## src/hw/rtl/wzaf_pkg.sv

```systemverilog
// ----------------------------------------------------------------------------
// wzaf_pkg
// Shared widths, register indexes, datapath operations and the control and
// status structs of the windowed z-score anomaly flagger.
// ----------------------------------------------------------------------------
package wzaf_pkg;

    // window and segment geometry
    localparam int WIN_DEPTH   = 16;
    localparam int HEAD_W      = 4;
    localparam int FILL_W      = 5;
    localparam int SEG_COUNT   = 256;
    localparam int SEG_W       = 8;
    localparam int SLOT_W      = SEG_W + HEAD_W;
    localparam int SLOT_COUNT  = SEG_COUNT * WIN_DEPTH;

    // arithmetic widths
    localparam int SAMPLE_W    = 16;
    localparam int SUM_W       = 20;
    localparam int SQ_W        = 36;
    localparam int LHS_W       = 41;
    localparam int RHS_W       = 40;
    localparam int VAR_W       = 41;
    localparam int NS_W        = 21;
    localparam int AD_W        = 20;
    localparam int XX_W        = 56;
    localparam int Q_W         = 30;
    localparam int DSH_W       = VAR_W + Q_W - 1;
    localparam int SATCMP_W    = VAR_W + Q_W;
    localparam int ZCHK_W      = 55;
    localparam int ROOT_W      = 30;
    localparam int CNT_W       = 5;

    // iteration counts
    localparam int DIV_STEPS   = 30;
    localparam int MEAN_STEPS  = 20;
    localparam int SQRT_STEPS  = 15;

    // spread threshold: sigma > 0.001 tested as var*15625 > n*n*1024
    localparam int SPREAD_MUL  = 15625;
    localparam int SPREAD_SHF  = 10;

    // configuration register indexes
    localparam logic [7:0] CFG_FREE_FLOW  = 8'd0;
    localparam logic [7:0] CFG_HOT_RATIO  = 8'd1;
    localparam logic [7:0] CFG_ANOM_THR   = 8'd2;

    // configuration reset values
    localparam logic [15:0] FREE_FLOW_RST = 16'd15360;
    localparam logic [8:0]  HOT_RATIO_RST = 9'd128;
    localparam logic [15:0] ANOM_THR_RST  = 16'hFE00;

    // per-segment bookkeeping entry
    typedef struct packed {
        logic [HEAD_W-1:0] head;
        logic [FILL_W-1:0] fill;
        logic [SUM_W-1:0]  sum;
        logic [SQ_W-1:0]   sq;
    } t_meta;

    // configuration values
    typedef struct packed {
        logic [15:0]        free_flow;
        logic [8:0]         hot_ratio;
        logic signed [15:0] anom_thr;
    } t_cfg;

    // datapath operations
    typedef enum logic [3:0] {
        OP_NONE,
        OP_LOAD,
        OP_META,
        OP_UPDATE,
        OP_MUL,
        OP_VAR,
        OP_SQR,
        OP_PREP,
        OP_DIV,
        OP_SQRT,
        OP_OUT
    } t_op;

    typedef struct packed {
        t_op op;
    } t_dp_cmd;

    typedef struct packed {
        logic iter_last;
    } t_dp_status;

    // controller states
    typedef enum logic [3:0] {
        ST_IDLE,
        ST_META,
        ST_UPDATE,
        ST_MUL,
        ST_VAR,
        ST_SQR,
        ST_PREP,
        ST_DIV,
        ST_SQRT,
        ST_DONE
    } t_state;

endpackage

```

## src/hw/rtl/wzaf_ctrl.sv

```systemverilog
// ----------------------------------------------------------------------------
// wzaf_ctrl
// Controller: steps the datapath through one item and owns both handshakes
// of the input and result channels.
// ----------------------------------------------------------------------------
module wzaf_ctrl
    import wzaf_pkg::*;
(
    input  logic       i_clk,
    input  logic       i_rst_n,
    input  logic       i_in_valid,
    output logic       o_in_ready,
    output logic       o_out_valid,
    input  logic       i_out_ready,
    output t_dp_cmd    o_cmd,
    input  t_dp_status i_status
);

    t_state r_state;
    t_state n_state;
    logic   r_out_valid;
    logic   n_out_valid;

    // state and result valid registers
    always_ff @(posedge i_clk) begin
        if (!i_rst_n) begin
            r_state     <= ST_IDLE;
            r_out_valid <= 1'b0;
        end else begin
            r_state     <= n_state;
            r_out_valid <= n_out_valid;
        end
    end

    // next state and datapath command
    always_comb begin
        n_state     = r_state;
        n_out_valid = r_out_valid && !i_out_ready;
        o_cmd.op    = OP_NONE;
        o_in_ready  = 1'b0;
        unique case (r_state)
            ST_IDLE: begin
                o_in_ready = 1'b1;
                if (i_in_valid) begin
                    o_cmd.op = OP_LOAD;
                    n_state  = ST_META;
                end
            end
            ST_META: begin
                o_cmd.op = OP_META;
                n_state  = ST_UPDATE;
            end
            ST_UPDATE: begin
                o_cmd.op = OP_UPDATE;
                n_state  = ST_MUL;
            end
            ST_MUL: begin
                o_cmd.op = OP_MUL;
                n_state  = ST_VAR;
            end
            ST_VAR: begin
                o_cmd.op = OP_VAR;
                n_state  = ST_SQR;
            end
            ST_SQR: begin
                o_cmd.op = OP_SQR;
                n_state  = ST_PREP;
            end
            ST_PREP: begin
                o_cmd.op = OP_PREP;
                n_state  = ST_DIV;
            end
            ST_DIV: begin
                o_cmd.op = OP_DIV;
                if (i_status.iter_last) begin
                    n_state = ST_SQRT;
                end
            end
            ST_SQRT: begin
                o_cmd.op = OP_SQRT;
                if (i_status.iter_last) begin
                    n_state = ST_DONE;
                end
            end
            ST_DONE: begin
                // load the result register once the previous transfer is gone
                if (!r_out_valid || i_out_ready) begin
                    o_cmd.op    = OP_OUT;
                    n_out_valid = 1'b1;
                    n_state     = ST_IDLE;
                end
            end
            default: begin
                n_state = ST_IDLE;
            end
        endcase
    end

    assign o_out_valid = r_out_valid;

endmodule

```

## config.mk

```make
export PLATFORM = sky130hd
export DESIGN_NAME = wzaf_ctrl
export DESIGN_NICKNAME = d
export VERILOG_FILES = /design/src/hw/rtl/wzaf_pkg.sv /design/src/hw/rtl/wzaf_ctrl.sv
export SDC_FILE = /design/constraint.sdc
export NUM_CORES = 1
export LEC_CHECK = 0
export CAP_MARGIN = 25
export CORE_AREA = 5 5 42 44
export CTS_CLUSTER_SIZE = 14
export DETAILED_ROUTE_END_ITERATION = 10
export DIE_AREA = 0 0 47 49
export DONT_BUFFER_PORTS = 1
export GPL_TIMING_DRIVEN = 1
export PLACE_DENSITY = 0.46
export REMOVE_ABC_BUFFERS = 1
export SETUP_SLACK_MARGIN = 0.15
export SLEW_MARGIN = 20
export SYNTH_ARGS = -nofsm -noshare
export SYNTH_HDL_FRONTEND = slang
export SYNTH_SLANG_ARGS = --single-unit
```

## constraint.sdc

```tcl
create_clock -name i_clk -period 1.1 [get_ports i_clk]
set_input_delay 0.055 -clock i_clk [delete_from_list [all_inputs] [get_ports i_clk]]
set_output_delay 0.055 -clock i_clk [all_outputs]
set_load 0.02 [all_outputs]
```

Word-level counts from Yosys, hierarchy flattened
Index checks and enable logic that the tools add are counted.
{"block": "totals", "ff_bits": 5, "out_inout_bits": 6}
{"block": "classes", "eq_ne": 13, "n_mux": 11, "reduce_logical": 6}
{"op": "4-bit case mux with 10 select lines", "count": 2}
{"op": "4-bit two-way mux", "count": 5}
{"op": "4-bit by 3-bit == test with 1-bit output, second input constant", "count": 4}
{"op": "4-bit by 2-bit == test with 1-bit output, second input constant", "count": 2}
{"op": "4-bit == test, second input constant", "count": 2}
{"op": "2-bit != test, second input constant", "count": 4}
{"op": "4-bit by 1-bit == test with 1-bit output, second input constant", "count": 1}
{"op": "4-bit logical NOT", "count": 1}
{"op": "1-bit two-way mux", "count": 4}
{"op": "4-bit AND reduction", "count": 1}
{"op": "1-bit logical NOT", "count": 2}
{"op": "1-bit logical AND", "count": 1}
{"op": "1-bit logical OR", "count": 1}

Depth between registers and ports, before layout
Gate-level depths: netlist (run 1).
{"block": "logic_depth", "ltp_word": 4, "depth_mapped": 4, "depth_no_buf": 3}

Worst setup path after synthesis (run 1)
No wires, ideal clock.
{"block": "synth_timing", "path_kind": "register to output", "startpoint": "reg r_state[0]", "endpoint": "out o_cmd[1] (netlist bit)", "arrival_ps": 1301, "t_required_ps": 1045, "path_slack_ps": -256, "stages_incl_launch_ff": 5, "n_path_buf": 2, "path_cell_list": "dfxtp_1 > buf_2 > buf_2 > inv_1 > o32ai_1"}
{"item": "from (decl)", "line_no": "wzaf_ctrl.sv:19", "text": "t_state r_state;"}
{"item": "from (signal assigned)", "line_no": "wzaf_ctrl.sv:30", "text": "r_state <= n_state;"}
{"item": "to (decl)", "line_no": "wzaf_ctrl.sv:15", "text": "output t_dp_cmd o_cmd,"}

==> results.json, run 1 <==
{
  "status": "complete, but fails checks",
  "violations": "negative setup slack",
  "tightest_slew_ps": 286.3,
  "cts-root-buf": "clkbuf_4",
  "wl_per_cell_um": 13.87,
  "drv_cap": 0,
  "final_nets": 74,
  "path_class": "reg -> out",
  "synthTopCellsByCount": "5 x dfxtp_1, 4 x buf_2, 4 x nor3_1",
  "drtAntennaViolNets": 0,
  "ys_seq_elements": 5,
  "antenna_cells": 0,
  "pin_count": 11,
  "std_cell_rows": 14,
  "fin_util_pct": 48.39,
  "core_sq_um": 1401,
  "yosys-top-cells-area": "dfxtp_1 26%, buf_2 5.2%, nor3_1 5.2%, o41ai_2 4.2%, nand3b_1 3.9%",
  "max_freq_mhz": 759.4,
  "period_share_pct": 119.7,
  "cts_buffers": 3,
  "via_per_inst": 5.167,
  "yosysTopAreaCell": "dfxtp_1",
  "route.vias.total": 434,
  "dpl_cell_area_sq_um": 489.2,
  "synth.cell_area_sq_um": 387.9,
  "grt.overflow.total": 0,
  "grt_pass1_vias": 430,
  "synth_top_area_share_pct": 25.81,
  "finalSetupViolCount": 8,
  "synth-seq-area-share_pct": 25.81,
  "ir_worst_vdd_v": 0.0005322,
  "synth-main-ff-cell": "dfxtp_1",
  "crit_path_max_fanout": 5,
  "io_buffers": 0,
  "cts_tree": "done",
  "ctsLongestPathBuffers": 2,
  "synth_cell_types": 30,
  "avgSynthCellArea_sq_um": 8.619,
  "drc": 0,
  "cts.sink_count": 5,
  "start_util_pct": 27.68,
  "synth_edf_count": 0,
  "routed_wl_mm": 1.165,
  "crit_required_ps": 1040,
  "final_area_sq_um": 678.2,
  "insertion_delay_ps": 240,
  "powerDensity_nw_per_um2": 1020,
  "rsz0062_at_grt": "true",
  "worst_slack_ps": -216.9,
  "drt_iter0_markers": 0,
  "slew_headroom_pct": 80.85,
  "hold_path.class": "in -> reg",
  "netlist_instances": 45,
  "cp-end-kind": "output port",
  "die_h_um": 49,
  "synth_warnings": 0,
  "layout-drive-gt1-share_pct": 61.76,
  "hold_viol": 0,
  "place.gp.congestion": 0.7092,
  "antenna_found_initial": 0,
  "min_period_ps": 1317,
  "die_w_um": 47,
  "dpl.hpwl_um": 704.5,
  "area_delta_synth_final_pct": 74.84,
  "first_pass_iters": 1,
  "grt_pass1_wl_mm": 1.904,
  "path_clk_slew_ps": 40,
  "grt_max_degree": 9,
  "yosysMostFrequentCell": "dfxtp_1",
  "fin_worst_skew_ps": 0.3289,
  "power.total_mw": 0.6920,
  "slew_viol_final": 0,
  "die_area_sq_um": 2303,
  "critPathLaunchType": "register",
  "cp_data_arrival_time_ps": 1260,
  "synthArstFlopShare_pct": 0,
  "grt_usage_pct": 10.99,
  "p_leak_nw": 0.2686,
  "htreeDepth": 1
}
[state kept, by name (all words and copies together) (netlist names)]
| signal | cells |
|---|---|
| r_state | 4 |
| o_out_valid | 1 |
[timing repair]
| item | CTS | global route |
|---|---|---|
| pin swaps | 6 | 3 |
| buffers inserted | 3 | 4 |
| hold buffers | 2 | 0 |
| resized for setup | 15 | 7 |
| hold endpoints to repair | 5 | 0 |
| endpoints found under the setup margin | 10 | 10 |
[cell usage in the layout, fill, tap and decap left out, types with 2 or more instances in the layout]
cell           count
a211oi_2           2
buf_4             19
buf_6              3
clkbuf_4           3
dfxtp_4            3
dlygate4sd3_1      2
inv_1              2
nand3b_1           2
nor3_1             4
[power by group]
| group | switching, mW | internal (mW) |
|---|---|---|
| combinational | 0.130 | 0.138 |
| sequential | 0.0173 | 0.193 |
| clock | 0.0765 | 0.137 |
[critical path, stage by stage, from the launching register on]
cell and delay (ps):
dfxtp_2 330, or2_4 280, o32ai_2 240, buf_4 180
[stage by stage]
| step | TNS [ps] | cells | setup WS, ps | hold WS [ps] |
|---|---|---|---|---|
| final | -1344 | 84 | -216.9 | 24.70 |
| after global routing | -1786 | 84 | -274.4 | 39.15 |
| after CTS | -1332 | 80 | -226.1 | 16.68 |
| after detailed placement | -451.8 | 71 | -115.3 | 182.0 |
| after global placement | -373.0 | 71 | -121.0 | 180.9 |
| after floorplan | -1302 | 40 | -274.6 | 172.7 |
[cells by family after synthesis]
family / count (synthesis) / synth area share, %
flip-flops: 5 / 25.81
buffers and inverters: 7 / 10.00
AND/OR/NAND/NOR: 18 / 31.29
XOR/XNOR: 1 / 2.258
AO/OA/AOI/OAI: 14 / 30.65
[per-layer routing]
layer / vias up / track usage, % / wire length (um)
li1: 216 / - / -
met1: 212 / 12.56 / 483
met2: 6 / 18.55 / 640
met3: 0 / 5.166 / 40
met4: 0 / 1.382 / 0
met5: - / 0 / 0
[cell type report]
cell class                 count  area [sq um]
clock buffer                   4         26.28
sequential                     5         112.6
tap                           16         20.02
fill                         144         723.2
inverter                       2         7.507
timing repair buffer          24         196.4
multi-input combinational     33         315.3
[path summary, 6_finish.rpt]
| kind | startpoint | to | slack [ps] | cells past startpoint |
|---|---|---|---|---|
| max | r_state[2]$_SDFFE_PN0P_ | o_cmd[1] | -220 | 3 |
| min reg2reg | r_state[1]$_SDFFE_PN0P_ | r_state[1]$_SDFFE_PN0P_ | 600 | 2 |
| min | i_status | r_state[0]$_SDFFE_PN0P_ | 20 | 2 |
| max reg2reg | r_state[2]$_SDFFE_PN0P_ | r_state[0]$_SDFFE_PN0P_ | -150 | 4 |
Power figures use the tool's default switching activity.
==> run 2, diff against run 1 <==
--- a/config.mk
+++ b/config.mk
@@ -6,10 +6,10 @@
 export NUM_CORES = 1
 export LEC_CHECK = 0
 export CAP_MARGIN = 25
-export CORE_AREA = 5 5 42 44
+export CORE_AREA = 2 2 39 41
 export CTS_CLUSTER_SIZE = 14
 export DETAILED_ROUTE_END_ITERATION = 10
-export DIE_AREA = 0 0 47 49
+export DIE_AREA = 0 0 41 43
 export DONT_BUFFER_PORTS = 1
 export GPL_TIMING_DRIVEN = 1
 export PLACE_DENSITY = 0.46
==> run 2 against run 1 <==
Die area down 23%. Critical path depth unchanged. Final cell count up 2.4%. Hold slack worse by 10 ps. Routed wire length down 10%. Utilization up 0.97 points. Sequential share of layout area down 0.12 points. The run still ends with negative setup slack left. Non-clock buffer count up 2. Clock power up 3%. Maximum frequency down 1.3%.
==> results.json, run 2 (same netlist as run 1, synthesis figures left out) <==
{
  "status": "complete, but fails checks",
  "violations": "negative setup slack",
  "path_class": "reg -> out",
  "core_sq_um": 1384,
  "cts_tree": "done",
  "pin_count": 11,
  "hold_path.class": "in -> reg",
  "r2r_cells": 4,
  "grt_pass1_wl_mm": 1.621,
  "cp_data_arrival_time_ps": 1280,
  "drv_cap": 0,
  "max_freq_mhz": 749.8,
  "layout-drive-gt1-share_pct": 62.86,
  "min_delay_path_depth": 2,
  "largest_register_ffs": 4,
  "cts.sink_count": 5,
  "ir_worst_vdd_v": 0.0006441,
  "place.gp.congestion": 0.7348,
  "fin_worst_skew_ps": 1.071,
  "drc": 0,
  "dpl_cell_area_sq_um": 519.2,
  "cp-end-kind": "output port",
  "critPathLaunchType": "register",
  "path_clk_slew_ps": 40,
  "drt_iter0_markers": 6,
  "io_buffers": 0,
  "r2r_slack_ps": -210,
  "slew_viol_final": 0,
  "tightest_slew_ps": 404.1,
  "p_leak_nw": 0.2876,
  "fillers": 130,
  "worst_slack_ps": -233.7,
  "ctsLongestPathBuffers": 2,
  "grt.overflow.total": 0,
  "grt_usage_pct": 13.67,
  "final_cell_mix": "21 x buf_4, 3 x clkbuf_4, 3 x buf_6, 3 x dfxtp_4",
  "rsz0062_at_grt": "true",
  "period_share_pct": 121.2,
  "final_area_sq_um": 683.2,
  "final_nets": 76,
  "drtAntennaViolNets": 0,
  "routed_wl_mm": 1.047,
  "whs_ps": 14.46,
  "top_register": "r_state",
  "insertion_delay_ps": 250,
  "hold_viol": 0,
  "die_area_sq_um": 1763,
  "grt_max_degree": 10,
  "r2r-end": "r_state[0]$_SDFFE_PN0P_",
  "cts-root-buf": "clkbuf_4",
  "grt_pass1_vias": 407,
  "crit_required_ps": 1040,
  "die_w_um": 41,
  "antenna_cells": 0,
  "crit_path_max_fanout": 8,
  "hp-start": "i_status",
  "die_h_um": 43,
  "powerDensity_nw_per_um2": 1070,
  "final_common_cell": "buf_4",
  "cts_buffers": 3,
  "start_util_pct": 28.03,
  "htreeDepth": 1,
  "hold_path_end": "r_state[0]$_SDFFE_PN0P_",
  "min_period_ps": 1334,
  "via_per_inst": 5.047,
  "reg2reg_from": "r_state[1]$_SDFFE_PN0P_",
  "finalSetupTns_ps": -1394,
  "std_cell_rows": 14,
  "area_delta_synth_final_pct": 76.13,
  "first_pass_iters": 4,
  "antenna_found_initial": 0,
  "slew_headroom_pct": 72.68,
  "pre_cts_slack_ps": -124.6,
  "wl_per_cell_um": 12.17,
  "route.vias.total": 434,
  "dpl.hpwl_um": 646.2,
  "finalSetupViolCount": 8
}
run 2: how the worst max path moves through the flow:
stage                       startpoint                       to  slack, ps
2_1_floorplan  r_state[1]$_SDFFE_PN0P_                 o_cmd[0]       -270
3_5_place_dp   r_state[1]$_SDFFE_PN0P_  r_state[0]$_SDFFE_PN0P_       -120
3_3_place_gp   r_state[1]$_SDFFE_PN0P_  r_state[0]$_SDFFE_PN0P_       -120
4_1_cts        r_state[2]$_SDFFE_PN0P_                 o_cmd[3]       -230
6_report       r_state[1]$_SDFFE_PN0P_                 o_cmd[1]       -230
5_1_grt        r_state[3]$_SDFFE_PN0P_                 o_cmd[3]       -270
run 2: critical path: stages, from the launching register on:
cell and delay [ps]:
dfxtp_4 360, or2_4 290, o32ai_2 200, buf_4 170
run 2: layout make-up:
type / instances / area (sq um) / share of cell area (%)
Clock buffer: 4 / 26.28 / 3.846
Sequential cell: 5 / 112.6 / 16.48
Inverter: 2 / 7.507 / 1.099
Tap cell: 16 / 20.02 / 2.930
Timing Repair Buffer: 26 / 211.5 / 30.95
Multi-Input combinational cell: 33 / 305.3 / 44.69
run 2: power breakdown:
part,internal (mW),switching (mW)
combinational,0.168,0.127
clock,0.138,0.0828
sequential,0.193,0.0222
run 2: metal layers:
| metal | global-route usage [%] | wire, um |
|---|---|---|
| met5 | 0 | 0 |
| met4 | 6.000 | 14 |
| met3 | 6.283 | 63 |
| met2 | 19.06 | 520 |
| met1 | 17.42 | 448 |
run 2: repair_timing:
item	in CTS	in global routing
endpoints found under the setup margin	10	10
gates resized for setup	16	5
hold buffers	2	0
endpoints found under the hold margin	5	0
setup buffers	2	3
pin swaps	4	4
gates cloned	0	0
run 2: through the flow:
stage	power (mW)	utilization, %	std cells
floorplan	0.3254	-	40
global placement	0.4285	37.52	75
detailed placement	0.4278	37.52	75
CTS	0.7126	46.29	83
global route	0.7717	49.37	86
finish	0.7308	49.37	86
==> run 3, diff against run 2 <==
--- a/config.mk
+++ b/config.mk
@@ -5,6 +5,7 @@
 export SDC_FILE = /design/constraint.sdc
 export NUM_CORES = 1
 export LEC_CHECK = 0
+export ABC_AREA = 1
 export CAP_MARGIN = 25
 export CORE_AREA = 2 2 39 41
 export CTS_CLUSTER_SIZE = 14
@@ -12,7 +13,7 @@
 export DIE_AREA = 0 0 41 43
 export DONT_BUFFER_PORTS = 1
 export GPL_TIMING_DRIVEN = 1
-export PLACE_DENSITY = 0.46
+export PLACE_DENSITY = 0.42
 export REMOVE_ABC_BUFFERS = 1
 export SETUP_SLACK_MARGIN = 0.15
 export SLEW_MARGIN = 20
==> run 3 against run 2 <==
The run still ends with negative setup slack left. Clock power fell by 5%. Routed wire length fell by 17%. Total power rose by 96%. Synthesized cell count rose by 29%. Final cell count rose by 1.2%. Utilization fell by 8.2 points. Cell area fell by 17%. First-iteration DRC count fell by 33%. Register-to-register slack improved by 160 ps. Clock skew rose by 2.4 ps. Critical path type unchanged. Critical endpoint is now o_cmd[0].
==> results.json, run 3 <==
{
  "status": "complete, but fails checks",
  "violations": "negative setup slack",
  "dpl.hpwl_um": 638.8,
  "max_freq_mhz": 846.7,
  "powerDensity_nw_per_um2": 2513,
  "routed_wl_um": 871,
  "path_clk_slew_ps": 40,
  "die_h_um": 43,
  "fillers": 152,
  "pin_count": 11,
  "regArea_sq_um": 112.6,
  "yosys-top-cells-area": "dfxtp_1 30%, inv_1 14%, nor2_1 13%, nand2_1 12%, a21oi_1 5.9%",
  "area_delta_synth_final_pct": 68.52,
  "yosysMostFrequentCell": "inv_1",
  "rsz0062_at_grt": "true",
  "ctsLongestPathBuffers": 2,
  "hold_viol": 0,
  "via_per_inst": 4.379,
  "crit_path_max_incr_delay_ps": 370,
  "layout-drive-gt1-share_pct": 57.75,
  "final_nets": 77,
  "min_period_ps": 1181,
  "period_share_pct": 107.4,
  "cp_slowest_cell": "dfxtp_4",
  "synth_cell_types": 14,
  "hp-start": "i_out_ready",
  "antenna_found_initial": 0,
  "grt_usage_pct": 10.15,
  "synth_top_area_share_pct": 29.63,
  "cts_buffers": 3,
  "io_buffers": 0,
  "worst-path-buf-inv": 2,
  "final_common_cell": "inv_1",
  "die_w_um": 41,
  "final_area_sq_um": 569.3,
  "grt_pass1_wl_mm": 1.248,
  "synth.cell_area_sq_um": 337.8,
  "place.gp.congestion": 0.7234,
  "ir_worst_vdd_v": 0.0008803,
  "path_cells": "nor2_4 -> buf_6 -> o21bai_4 -> nor2_2 -> buf_6",
  "cp-end-kind": "output port",
  "ys_seq_elements": 5,
  "slew_headroom_pct": 86.15,
  "top_register": "r_state",
  "grt_pass1_vias": 322,
  "htreeDepth": 1,
  "r2r_slack_ps": -50,
  "synthTopCellsByCount": "13 x inv_1, 12 x nor2_1, 11 x nand2_1",
  "std_cell_rows": 14,
  "fin_util_pct": 41.14,
  "die_area_sq_um": 1763,
  "crit_path_max_fanout": 4,
  "drv_cap": 0,
  "grt_max_degree": 8,
  "route.vias.total": 381,
  "final_cell_mix": "8 x inv_1, 7 x nor2_1, 6 x nand2_1, 6 x buf_4, 5 x inv_2",
  "insertion_delay_ps": 240,
  "hold_path_end": "o_out_valid$_SDFF_PN0_",
  "r2r-end": "r_state[3]$_SDFFE_PN0P_",
  "drc": 0,
  "reg2reg_from": "r_state[1]$_SDFFE_PN0P_",
  "fin_worst_skew_ps": 3.472,
  "path_class": "reg -> out",
  "tightest_slew_ps": 207.7,
  "drt_iter0_markers": 4,
  "cts.sink_count": 5,
  "yosysTopAreaCell": "dfxtp_1",
  "crit_top_cell": "buf_6",
  "netlist_instances": 58,
  "avgSynthCellArea_sq_um": 5.825,
  "synth_warnings": 0,
  "cts-root-buf": "clkbuf_4",
  "cp_data_arrival_time_ps": 1130,
  "core_sq_um": 1384,
  "antenna_cells": 0,
  "slew_viol_final": 0,
  "synth_edf_count": 0,
  "drtAntennaViolNets": 0,
  "crit_cells": 5,
  "crit_required_ps": 1040,
  "wl_per_cell_um": 10.01,
  "first_pass_iters": 4,
  "p_leak_nw": 0.2685,
  "hold_path.class": "in -> reg",
  "largest_register_ffs": 4,
  "r2r_cells": 8,
  "cpLargestDelayFamily": "flip-flops",
  "cts_tree": "done",
  "grt.overflow.total": 0,
  "finalSetupViolCount": 7,
  "multi_input_area_sq_um": 280.3,
  "critPathLaunchType": "register",
  "synth-main-ff-cell": "dfxtp_1",
  "start_util_pct": 24.41,
  "dpl_cell_area_sq_um": 395.4,
  "min_delay_path_depth": 3,
  "worst_slack_ps": -81.04,
  "synthArstFlopShare_pct": 0,
  "synth-seq-area-share_pct": 29.63
}
## run 3: layer usage
metal	up-vias	track usage, %	wire length (um)
met3	0	3.141	21
met2	5	15.31	460
met4	0	4.000	0
li1	201	-	-
met1	175	12.90	390
met5	-	0	0
## run 3: worst min-delay path, stage by stage
cell	delay [ps]
nor2_1	40
inv_1	80
a21oi_1	70
## run 3: how the worst max path moves through the flow
stage,slack [ps],start,to
2_1_floorplan,80,o_out_valid$_SDFF_PN0_,r_state[3]$_SDFFE_PN0P_
3_3_place_gp,-40,r_state[3]$_SDFFE_PN0P_,r_state[3]$_SDFFE_PN0P_
3_5_place_dp,-10,r_state[3]$_SDFFE_PN0P_,r_state[3]$_SDFFE_PN0P_
4_1_cts,-90,r_state[2]$_SDFFE_PN0P_,o_cmd[0]
5_1_grt,-140,r_state[1]$_SDFFE_PN0P_,o_cmd[0]
6_report,-80,r_state[1]$_SDFFE_PN0P_,o_cmd[0]
## run 3: layout make-up
| type | count | share of cell area (%) |
|---|---|---|
| inverter | 14 | 9.231 |
| timing repair buffer | 9 | 13.63 |
| sequential | 5 | 19.78 |
| multi-input combinational | 39 | 49.23 |
| tap | 16 | 3.516 |
| clock buffer | 4 | 4.615 |
## run 3: cell families (layout without fill, tap and decap cells)
group	after synthesis	count (layout)	share of synthesized area [%]
flip-flops	5	5	29.63
AND/OR/NAND/NOR	32	32	42.59
AO/OA/AOI/OAI	7	7	12.22
buffers and inverters	14	27	15.56
## run 3: metrics by stage
step	setup TNS, ps	hold WS [ps]	total power [mW]	worst slack [ps]	cells
after floorplan	0	152.6	0.7171	83.72	58
after global placement	-54.21	154.3	0.8892	-41.85	79
after detailed placement	-14.11	160.4	0.8819	-14.11	79
after CTS	-394.3	32.50	1.227	-91.27	85
after global routing	-786.0	66.04	1.542	-137.5	87
final	-304.0	59.44	1.431	-81.04	87
## run 3: what timing repair did
item / CTS / global route
pin swaps: 4 / 3
gates resized for setup: 22 / 17
endpoints found under the hold margin: 5 / 0
buffers inserted: 1 / 2
hold buffers: 1 / 0
setup endpoints to repair: 9 / 9
## run 3: power breakdown
group / leakage (nW) / switching, mW / internal, mW
registers: 0.0434 / 0.106 / 0.245
clock network: 0.0150 / 0.0715 / 0.137
logic: 0.210 / 0.491 / 0.380
total: 0.269 / 0.668 / 0.763
